$ cat config.mk
export PLATFORM = sky130hd
export DESIGN_NAME = motor_power_to_pulse_width_core_flat
export DESIGN_NICKNAME = d
export VERILOG_FILES = /design/src/rtl/mpp_pkg.sv /design/src/rtl/mpp_if.sv /design/src/rtl/motor_power_to_pulse_width_core.sv /design/src/flat_wrapper.sv
export SDC_FILE = /design/constraint.sdc
export NUM_CORES = 2
export LEC_CHECK = 0
export BUFFER_PORTS_ARGS = -buffer_cell sky130_fd_sc_hd__buf_2
export CAP_MARGIN = 20
export CORE_ASPECT_RATIO = 1.75
export CORE_MARGIN = 4
export CORE_UTILIZATION = 35
export DETAILED_ROUTE_END_ITERATION = 12
export PLACE_DENSITY = 0.53
export SETUP_SLACK_MARGIN = 0.02
export SYNTH_ARGS = -nofsm -noshare
export SYNTH_HDL_FRONTEND = slang
export SYNTH_SLANG_ARGS = --single-unit
$ cat constraint.sdc
create_clock -name clk_i -period 10.2 [get_ports clk_i]
set_input_delay 0.51 -clock clk_i [delete_from_list [all_inputs] [get_ports clk_i]]
set_output_delay 0.51 -clock clk_i [all_outputs]
set_load 0.1 [all_outputs]
$ cat src/rtl/mpp_pkg.sv
// Package for the motor power to pulse width core: field widths, register
// indexes, reset values, region codes and pipeline payload types.
// No dependencies.
package mpp_pkg;

  // Field and datapath widths
  localparam int unsigned CMD_W   = 13;  // power command and signed registers
  localparam int unsigned PCFG_W  = 12;  // pulse and dead band registers
  localparam int unsigned DIFF_W  = 14;  // command minus range end
  localparam int unsigned DQ_W    = 13;  // pulse span, signed
  localparam int unsigned PROD_W  = 26;  // product, magnitude below 2^25
  localparam int unsigned MAG_W   = 25;  // product magnitude, quotient width
  localparam int unsigned DEN_W   = 13;  // input span magnitude
  localparam int unsigned REM_W   = 14;  // partial remainder, one bit above DEN_W
  localparam int unsigned VAL_W   = 27;  // signed result before saturation

  // Configuration port
  localparam int unsigned ADDR_W  = 5;
  localparam int unsigned DATA_W  = 32;
  localparam int unsigned IDX_W   = 3;

  localparam logic [IDX_W-1:0] REG_NEUTRAL_POINT = 3'd0;
  localparam logic [IDX_W-1:0] REG_DEAD_BAND     = 3'd1;
  localparam logic [IDX_W-1:0] REG_TOP_INPUT     = 3'd2;
  localparam logic [IDX_W-1:0] REG_BOTTOM_INPUT  = 3'd3;
  localparam logic [IDX_W-1:0] REG_MAX_PULSE     = 3'd4;
  localparam logic [IDX_W-1:0] REG_NEUTRAL_PULSE = 3'd5;
  localparam logic [IDX_W-1:0] REG_MIN_PULSE     = 3'd6;

  // Reset values
  localparam logic signed [CMD_W-1:0] RST_NEUTRAL_POINT = 13'sd0;
  localparam logic [PCFG_W-1:0]       RST_DEAD_BAND     = 12'd0;
  localparam logic signed [CMD_W-1:0] RST_TOP_INPUT     = 13'sd255;
  localparam logic signed [CMD_W-1:0] RST_BOTTOM_INPUT  = -13'sd255;
  localparam logic [PCFG_W-1:0]       RST_MAX_PULSE     = 12'd2000;
  localparam logic [PCFG_W-1:0]       RST_NEUTRAL_PULSE = 12'd1500;
  localparam logic [PCFG_W-1:0]       RST_MIN_PULSE     = 12'd1000;

  typedef enum logic [1:0] {
    REGION_FWD     = 2'd0,
    REGION_REV     = 2'd1,
    REGION_RAW     = 2'd2,
    REGION_NEUTRAL = 2'd3
  } region_e;

  // Fields that ride alongside the arithmetic to the last stage
  typedef struct packed {
    logic [PCFG_W-1:0]       base;     // pulse added after the division
    logic signed [DIFF_W-1:0] fixed;   // result when no division applies
    logic                    use_div;
    region_e                 region;
  } side_t;

  typedef struct packed {
    logic signed [DIFF_W-1:0] diff;
    logic signed [DQ_W-1:0]   dq;
    logic signed [DIFF_W-1:0] span;
    side_t                   side;
  } prep_t;

  typedef struct packed {
    logic signed [PROD_W-1:0] prod;
    logic signed [DIFF_W-1:0] span;
    side_t                   side;
  } mul_t;

  typedef struct packed {
    logic [REM_W-1:0] rem;
    logic [MAG_W-1:0] num;   // dividend bits still to be consumed, MSB first
    logic [MAG_W-1:0] quo;
    logic [DEN_W-1:0] den;
    logic             neg;
    side_t            side;
  } div_t;

endpackage

$ cat src/rtl/mpp_if.sv
// Stream interfaces for the motor power to pulse width core: power commands
// in, pulse widths out. Depends on mpp_pkg.
interface mpp_cmd_if import mpp_pkg::*; ();
  logic                    valid;
  logic                    ready;
  logic signed [CMD_W-1:0] power;

  modport source (output valid, output power, input ready);
  modport sink   (input valid, input power, output ready);
endinterface

interface mpp_res_if import mpp_pkg::*; #(
  parameter int unsigned PULSE_BITS = 12
) ();
  logic                  valid;
  logic                  ready;
  logic [PULSE_BITS-1:0] pulse_width;
  logic [1:0]            region;

  modport source (output valid, output pulse_width, output region, input ready);
  modport sink   (input valid, input pulse_width, input region, output ready);
endinterface

$ cat src/rtl/motor_power_to_pulse_width_core.sv
// Motor power to pulse width core: a pipeline from the command transfer to
// the result being offered; throughput one command per cycle while the output
// is not stalled, set by a restoring divider unrolled one quotient bit per stage.
// Each stage holds its item until the next stage is free, so bubbles close up
// under a stall. Reset clears all stage valid bits and loads the register
// defaults; payload registers are not reset. Depends on mpp_pkg and mpp_if.
module motor_power_to_pulse_width_core import mpp_pkg::*; #(
  parameter int unsigned PULSE_BITS = 12
) (
  input  logic              clk_i,
  input  logic              rst_ni,
  mpp_cmd_if.sink           cmd_i,
  mpp_res_if.source         res_o,
  input  logic              psel,
  input  logic              penable,
  input  logic              pwrite,
  input  logic [ADDR_W-1:0] paddr,
  input  logic [DATA_W-1:0] pwdata,
  output logic [DATA_W-1:0] prdata,
  output logic              pready
);

  // Stage map: 0 prepare, 1 multiply, 2 magnitudes, 3..MAG_W+2 divide,
  // MAG_W+3 sign, offset and saturate (output register).
  localparam int unsigned NSTG = MAG_W + 4;
  localparam logic [VAL_W-1:0] PULSE_MAX = VAL_W'((64'd1 << PULSE_BITS) - 64'd1);

  // ---------------------------------------------------------------------------
  // Configuration registers
  // ---------------------------------------------------------------------------
  logic signed [CMD_W-1:0] neutral_point_q, top_input_q, bottom_input_q;
  logic [PCFG_W-1:0]       dead_band_q, max_pulse_q, neutral_pulse_q, min_pulse_q;
  logic [IDX_W-1:0]        cfg_idx;
  logic                    cfg_wr;

  assign pready  = 1'b1;
  assign cfg_idx = paddr[ADDR_W-1:2];
  assign cfg_wr  = psel && penable && pwrite;

  always_ff @(posedge clk_i or negedge rst_ni) begin
    if (!rst_ni) begin
      neutral_point_q <= RST_NEUTRAL_POINT;
      dead_band_q     <= RST_DEAD_BAND;
      top_input_q     <= RST_TOP_INPUT;
      bottom_input_q  <= RST_BOTTOM_INPUT;
      max_pulse_q     <= RST_MAX_PULSE;
      neutral_pulse_q <= RST_NEUTRAL_PULSE;
      min_pulse_q     <= RST_MIN_PULSE;
    end else if (cfg_wr) begin
      unique case (cfg_idx)
        REG_NEUTRAL_POINT: neutral_point_q <= pwdata[CMD_W-1:0];
        REG_DEAD_BAND:     dead_band_q     <= pwdata[PCFG_W-1:0];
        REG_TOP_INPUT:     top_input_q     <= pwdata[CMD_W-1:0];
        REG_BOTTOM_INPUT:  bottom_input_q  <= pwdata[CMD_W-1:0];
        REG_MAX_PULSE:     max_pulse_q     <= pwdata[PCFG_W-1:0];
        REG_NEUTRAL_PULSE: neutral_pulse_q <= pwdata[PCFG_W-1:0];
        REG_MIN_PULSE:     min_pulse_q     <= pwdata[PCFG_W-1:0];
        default: ;  // unmapped index: drop the write
      endcase
    end
  end

  // Read back, signed registers sign extended to the bus
  always_comb begin
    unique case (cfg_idx)
      REG_NEUTRAL_POINT: prdata = DATA_W'(neutral_point_q);
      REG_DEAD_BAND:     prdata = DATA_W'(dead_band_q);
      REG_TOP_INPUT:     prdata = DATA_W'(top_input_q);
      REG_BOTTOM_INPUT:  prdata = DATA_W'(bottom_input_q);
      REG_MAX_PULSE:     prdata = DATA_W'(max_pulse_q);
      REG_NEUTRAL_PULSE: prdata = DATA_W'(neutral_pulse_q);
      REG_MIN_PULSE:     prdata = DATA_W'(min_pulse_q);
      default:           prdata = '0;
    endcase
  end

  // ---------------------------------------------------------------------------
  // Stage handshake: a stage advances when it is empty or its successor
  // advances, so an item moves into any free slot and nothing is overwritten.
  // ---------------------------------------------------------------------------
  logic [NSTG-1:0] valid_q, valid_d, adv;

  assign adv[NSTG-1] = !valid_q[NSTG-1] || res_o.ready;
  for (genvar k = 0; k < NSTG - 1; k++) begin : g_adv
    assign adv[k] = !valid_q[k] || adv[k+1];
  end

  assign valid_d     = {valid_q[NSTG-2:0], cmd_i.valid};
  assign cmd_i.ready = adv[0];

  always_ff @(posedge clk_i or negedge rst_ni) begin
    if (!rst_ni) begin
      valid_q <= '0;
    end else begin
      for (int unsigned k = 0; k < NSTG; k++) begin
        if (adv[k]) begin
          valid_q[k] <= valid_d[k];
        end
      end
    end
  end

  // ---------------------------------------------------------------------------
  // Stage 0: classify the command and pick the map operands
  // ---------------------------------------------------------------------------
  prep_t prep_d, prep_q;

  always_comb begin
    logic signed [DIFF_W-1:0] pwr_x, np_x, top_x, bot_x, d, db;
    logic signed [DQ_W-1:0]   max_x, neu_x, min_x;
    logic                     fwd, rev, raw;
    pwr_x = DIFF_W'(cmd_i.power);
    np_x  = DIFF_W'(neutral_point_q);
    top_x = DIFF_W'(top_input_q);
    bot_x = DIFF_W'(bottom_input_q);
    max_x = $signed({1'b0, max_pulse_q});
    neu_x = $signed({1'b0, neutral_pulse_q});
    min_x = $signed({1'b0, min_pulse_q});
    db    = $signed({2'b00, dead_band_q});
    d     = pwr_x - np_x;
    fwd   = d > db;
    rev   = d < -db;
    raw   = pwr_x > top_x;

    prep_d.side.base = neutral_pulse_q;
    prep_d.side.fixed = $signed({2'b00, neutral_pulse_q});
    if (fwd) begin
      // forward: neutral_point..top_input onto neutral_pulse..min_pulse
      prep_d.diff        = d;
      prep_d.dq          = min_x - neu_x;
      prep_d.span        = top_x - np_x;
      prep_d.side.region = REGION_FWD;
    end else if (rev) begin
      // reverse: bottom_input..neutral_point onto max_pulse..neutral_pulse
      prep_d.diff        = pwr_x - bot_x;
      prep_d.dq          = neu_x - max_x;
      prep_d.span        = np_x - bot_x;
      prep_d.side.base   = max_pulse_q;
      prep_d.side.region = REGION_REV;
    end else begin
      prep_d.diff        = d;
      prep_d.dq          = '0;
      prep_d.span        = '0;
      prep_d.side.region = raw ? REGION_RAW : REGION_NEUTRAL;
      if (raw) begin
        prep_d.side.fixed = pwr_x;
      end
    end
    // zero span falls back to the neutral pulse held in fixed
    prep_d.side.use_div = (fwd || rev) && (prep_d.span != '0);
  end

  always_ff @(posedge clk_i) begin
    if (adv[0]) begin
      prep_q <= prep_d;
    end
  end

  // ---------------------------------------------------------------------------
  // Stage 1: product of input offset and pulse span
  // ---------------------------------------------------------------------------
  mul_t                            mul_q;
  logic signed [DIFF_W+DQ_W-1:0]   prod_full;

  assign prod_full = prep_q.diff * prep_q.dq;

  always_ff @(posedge clk_i) begin
    if (adv[1]) begin
      mul_q.prod <= prod_full[PROD_W-1:0];
      mul_q.span <= prep_q.span;
      mul_q.side <= prep_q.side;
    end
  end

  // ---------------------------------------------------------------------------
  // Stage 2: magnitudes and quotient sign, seed of the divider
  // ---------------------------------------------------------------------------
  div_t                     div_q [MAG_W+1];
  logic signed [PROD_W-1:0] prod_neg;
  logic signed [DIFF_W-1:0] span_neg;

  assign prod_neg = -mul_q.prod;
  assign span_neg = -mul_q.span;

  always_ff @(posedge clk_i) begin
    if (adv[2]) begin
      div_q[0].rem  <= '0;
      div_q[0].quo  <= '0;
      div_q[0].num  <= mul_q.prod[PROD_W-1] ? prod_neg[MAG_W-1:0]
                                            : mul_q.prod[MAG_W-1:0];
      div_q[0].den  <= mul_q.span[DIFF_W-1] ? span_neg[DEN_W-1:0]
                                            : mul_q.span[DEN_W-1:0];
      div_q[0].neg  <= mul_q.prod[PROD_W-1] ^ mul_q.span[DIFF_W-1];
      div_q[0].side <= mul_q.side;
    end
  end

  // ---------------------------------------------------------------------------
  // Stages 3..MAG_W+2: restoring division, one quotient bit per stage.
  // Magnitudes give a quotient truncated toward zero.
  // ---------------------------------------------------------------------------
  for (genvar j = 0; j < MAG_W; j++) begin : g_div
    div_t             stg_d;
    logic [REM_W-1:0] trial;

    always_comb begin
      stg_d = div_q[j];
      trial = {div_q[j].rem[REM_W-2:0], div_q[j].num[MAG_W-1]};
      stg_d.num = {div_q[j].num[MAG_W-2:0], 1'b0};
      if (trial >= {1'b0, div_q[j].den}) begin
        stg_d.rem = trial - {1'b0, div_q[j].den};
        stg_d.quo = {div_q[j].quo[MAG_W-2:0], 1'b1};
      end else begin
        stg_d.rem = trial;
        stg_d.quo = {div_q[j].quo[MAG_W-2:0], 1'b0};
      end
    end

    always_ff @(posedge clk_i) begin
      if (adv[3+j]) begin
        div_q[j+1] <= stg_d;
      end
    end
  end

  // ---------------------------------------------------------------------------
  // Last stage: apply sign, add the base pulse, saturate
  // ---------------------------------------------------------------------------
  div_t                    fin;
  logic signed [VAL_W-1:0] q_abs, q_sgn, val;
  logic [PULSE_BITS-1:0]   pw_d, pw_q;
  region_e                 region_q;

  assign fin   = div_q[MAG_W];
  assign q_abs = $signed({2'b00, fin.quo});
  assign q_sgn = fin.neg ? -q_abs : q_abs;

  always_comb begin
    if (fin.side.use_div) begin
      val = q_sgn + $signed(VAL_W'(fin.side.base));
    end else begin
      val = VAL_W'(fin.side.fixed);
    end
    priority if (val[VAL_W-1]) begin
      pw_d = '0;
    end else if (val > $signed(PULSE_MAX)) begin
      pw_d = PULSE_MAX[PULSE_BITS-1:0];
    end else begin
      pw_d = val[PULSE_BITS-1:0];
    end
  end

  always_ff @(posedge clk_i) begin
    if (adv[NSTG-1]) begin
      pw_q     <= pw_d;
      region_q <= fin.side.region;
    end
  end

  assign res_o.valid       = valid_q[NSTG-1];
  assign res_o.pulse_width = pw_q;
  assign res_o.region      = region_q;

endmodule

$ cat src/flat_wrapper.sv
// flat-port wrapper written by rule: the top's interface ports become plain ports
module motor_power_to_pulse_width_core_flat import mpp_pkg::*;
#(
  parameter int unsigned PULSE_BITS = 12
)
  (clk_i, rst_ni, psel, penable, pwrite, paddr, pwdata, prdata, pready, cmd_i_valid, cmd_i_power, cmd_i_ready, res_o_valid, res_o_pulse_width, res_o_region, res_o_ready);
  mpp_cmd_if cmd_i_i ();
  mpp_res_if #(.PULSE_BITS(PULSE_BITS)) res_o_i ();
  input  logic clk_i;
  input  logic rst_ni;
  input  logic psel;
  input  logic penable;
  input  logic pwrite;
  input  logic [ADDR_W-1:0] paddr;
  input  logic [DATA_W-1:0] pwdata;
  output logic [DATA_W-1:0] prdata;
  output logic pready;
  input wire logic [$bits(cmd_i_i.valid)-1:0] cmd_i_valid;
  input wire logic [$bits(cmd_i_i.power)-1:0] cmd_i_power;
  output wire logic [$bits(cmd_i_i.ready)-1:0] cmd_i_ready;
  output wire logic [$bits(res_o_i.valid)-1:0] res_o_valid;
  output wire logic [$bits(res_o_i.pulse_width)-1:0] res_o_pulse_width;
  output wire logic [$bits(res_o_i.region)-1:0] res_o_region;
  input wire logic [$bits(res_o_i.ready)-1:0] res_o_ready;
  assign cmd_i_i.valid = cmd_i_valid;
  assign cmd_i_i.power = cmd_i_power;
  assign cmd_i_ready = cmd_i_i.ready;
  assign res_o_valid = res_o_i.valid;
  assign res_o_pulse_width = res_o_i.pulse_width;
  assign res_o_region = res_o_i.region;
  assign res_o_i.ready = res_o_ready;
  motor_power_to_pulse_width_core #(.PULSE_BITS(PULSE_BITS)) u_core (.clk_i(clk_i), .rst_ni(rst_ni), .cmd_i(cmd_i_i), .res_o(res_o_i), .psel(psel), .penable(penable), .pwrite(pwrite), .paddr(paddr), .pwdata(pwdata), .prdata(prdata), .pready(pready));
endmodule
==> flow_summary_export.csv <==
group,metric,value,unit
layout,area_growth,12.54,%
die,dieWidth,415.6,um
detailed_routing,wirelength,222500,um
clocking,clock_latency,0.87,ns
detailed_routing,wl_per_cell,20.19,um
logic_synthesis,syn_inst,6754,
global_routing,grt_pass1_wl,331700,um
logic_synthesis,avgSynthCellArea,15.07,um2
logic_synthesis,yosysTopAreaCellShare,64.69,%
clocking,clock_path_buffers,4,
job,drv_cap,0,
timing,hold_violations,0,
clocking,cts_root_buffer,"clkbuf_16",
clocking,post_cts_buffers,0,
worst_hold_path,hold_class,"in -> reg",
clocking,cts_tree,"yes",
die,start_util,35.21,%
global_routing,track_usage,14.68,%
logic_synthesis,seq_area_frac_synth,67.58,%
global_routing,grt_max_degree,82,
timing,max-slew-margin-rel,24.54,%
die,die_y,721.3,um
logic_synthesis,synth_edf_count,2192,
die,num_rows,261,
detailed_routing,first_pass_iters,5,
timing,finalMaxSlewViolations,0,
critical_path,cp.required,10.79,ns
outcome,status,"completed",
detailed_routing,final_antenna_net_count,0,
clocking,path_clk_slew,0.06,ns
critical_path,crit_path_max_fanout,13,
logic_synthesis,syn_area,0.1018,mm2
timing,final.period_utilization,65.18,%
clocking,cts_made_buffers,223,
critical_path,cp-end-kind,"flip-flop",
detailed_routing,drc,0,
critical_path,critPathArrivalTime,7.24,ns
critical_path,worstRegToRegCells,20,
global_routing,antenna_found_initial,6,
layout,drive_gt1_share,12.61,%
clocking,clock-sinks,2308,
die,core_area,0.2890,mm2
logic_synthesis,synth_nets,7520,
layout,nNetsFinal,7786,
logic_synthesis,synth_top_area_cell,"edfxtp_1",
clocking,ctsHtreeMaxLevel,4,
die,die-area,0.2997,mm2
global_routing,grt-ovfl-total,0,
logic_synthesis,synthTopCellsByArea,"edfxtp_1 65%, ha_1 6.3%, fa_1 3.9%, mux2_2 3.3%, inv_1 2.7%",
timing,rsz0062_at_grt,"false",
place,dp_hpwl,174300,um
die,io_pins,106,
place,gp_congestion,0.9307,
critical_path,path_class,"reg -> reg",
logic_synthesis,ys_async_sr_fraction,5.026,%
detailed_routing,num_vias,52539,
global_routing,grt_pass1_vias,57560,
worst_hold_path,whs_path_depth,3,
timing,holdWs,0.09714,ns
detailed_routing,via_per_inst,4.768,
logic_synthesis,yosysUniqueCellTypes,84,
timing,setup_violations,0,
critical_path,crit_path_start_kind,"flip-flop",
timing,clock.fmax,0.1504,GHz
place,portBuffers,83,
logic_synthesis,ys_ff_latch,2308,
layout,n_fill_cell,26609,
timing,skew,0.06822,ns
logic_synthesis,ys.flop_type,"edfxtp_1",
timing,tightest_slew,1.128,ns
timing,period_minus_slack,6.648,ns
detailed_routing,drt_iter0_markers,2007,
logic_synthesis,yosysWarningCount,0,
[sequential cells by signal, indices dropped and copies added, names as in the netlist, 13 cells and up]
| register | cells |
|---|---|
| u_core.div_q | 2041 |
| u_core.prep_q | 69 |
| u_core.mul_q | 68 |
| u_core.valid_q | 29 |
| u_core.bottom_input_q | 13 |
| u_core.neutral_point_q | 13 |
| u_core.top_input_q | 13 |
[per-stage QoR]
step	cells	setup slack [ns]	setup TNS (ns)	cell area [um2]	util (%)
after floorplan	6754	-0.08650	-5.968	101800	-
after global placement	10593	3.282	0	107100	37.05
after detailed placement	10596	3.421	0	107100	37.06
after CTS	11014	3.473	0	114500	39.61
after global routing	11020	3.078	0	114500	39.62
final	11020	3.552	0	114500	39.62
[routing by layer]
metal / GRT usage [%] / vias to the layer above / part of all wire (%)
li1: - / 25117 / -
met1: 10.01 / 25901 / 26
met2: 32.46 / 889 / 62
met3: 1.850 / 628 / 2.7
met4: 12.04 / 4 / 9.7
met5: 0 / - / 0.012
[critical path, stage by stage (launching register included)]
cell	delay, ns
edfxtp_1	0.80
nand2_1	0.17
fa_1	0.57
inv_1	0.05
fa_1	0.45
fa_1	0.51
fa_1	0.55
inv_1	0.05
fa_1	0.47
inv_1	0.04
ha_1	0.27
ha_1	0.20
nor3_1	0.24
o21ai_0	0.27
nor2b_1	0.23
a41o_1	0.29
o41ai_1	0.50
o211ai_1	0.23
a31oi_1	0.21
o21ai_0	0.12
xnor2_1	0.13
[area by class of cell]
type | instances | area [um2] | share of cell area, %
antenna | 4 | 10.01 | 0.008742
clock buffer | 273 | 5851 | 5.109
inverter | 732 | 2753 | 2.404
timing repair buffer | 163 | 1057 | 0.9233
sequential | 2308 | 68770 | 60.06
multi-input combinational | 3592 | 29870 | 26.09
tap | 3813 | 4771 | 4.166
clock inverter | 135 | 1421 | 1.241
[cells by family after synthesis]
family,synth area share [%]
AND/OR/NAND/NOR,5.766
XOR/XNOR,3.294
buffers and inverters,3.246
adder cells (fa/ha/maj),10.19
other,0.003686
flip-flops,67.58
AO/OA/AOI/OAI,5.820
multiplexers,4.099
[worst paths after layout]
path / start / endpoint / slack (ns)
max: u_core.prep_q[66]$_DFFE_PP_ / u_core.mul_q[67]$_DFFE_PP_ / 3.55
min in group asynchronous: rst_ni / u_core.valid_q[24]$_DFFE_PN0P_ / 0.22
max reg2reg: u_core.prep_q[66]$_DFFE_PP_ / u_core.mul_q[67]$_DFFE_PP_ / 3.55
max in group asynchronous: rst_ni / u_core.max_pulse_q[2]$_DFFE_PN0P_ / 8.57
min: pwdata[1] / u_core.top_input_q[1]$_DFFE_PN1P_ / 0.1
min reg2reg: u_core.div_q[0][1007]$_DFFE_PP_ / u_core.div_q[0][1115]$_DFFE_PP_ / 0.38
[cells in the mapped netlist, types with 19 or more instances]
cell type,n
nor2_1,250
mux2_2,301
nor2b_1,86
a21oi_1,207
edfxtp_1,2192
nand4_1,85
a21o_1,105
buf_4,21
nand3_1,41
a31oi_1,21
nand2_1,399
ha_1,510
mux2i_1,60
o41ai_1,39
xor2_1,114
or2_2,22
o21bai_1,26
xnor2_1,265
clkbuf_1,67
a41o_1,21
dfrtp_1,83
nor3_1,85
or3_1,26
a211oi_1,35
dfstp_2,33
o21a_1,24
inv_1,730
and2_1,78
o21ai_0,281
and3_1,19
a21boi_0,43
buf_1,29
fa_1,199
o31ai_1,32
nand2b_1,67
[cells in the final DEF, fill, tap and decap left out, types with 76 or more instances in the layout]
cell and n:
a21o_1 105, a21oi_1 207, and2_1 76, buf_2 83, clkbuf_16 225, dfrtp_1 82
edfxtp_1 2192, fa_1 199, ha_1 510, inv_1 719, mux2_2 301, nand2_1 391
nand4_1 85, nor2_1 248, nor2b_1 86, nor3_1 85, o21ai_0 278, xnor2_1 265
xor2_1 114
[repair_timing]
item                                   4_1_cts  5_1_grt
hold buffers                                10        0
resized for setup                            0        0
endpoints found under the hold margin       68        0
Power is left out: the tool's default activity adds up to more than one toggle a clock period on the data nets, which glitch-free logic cannot reach.
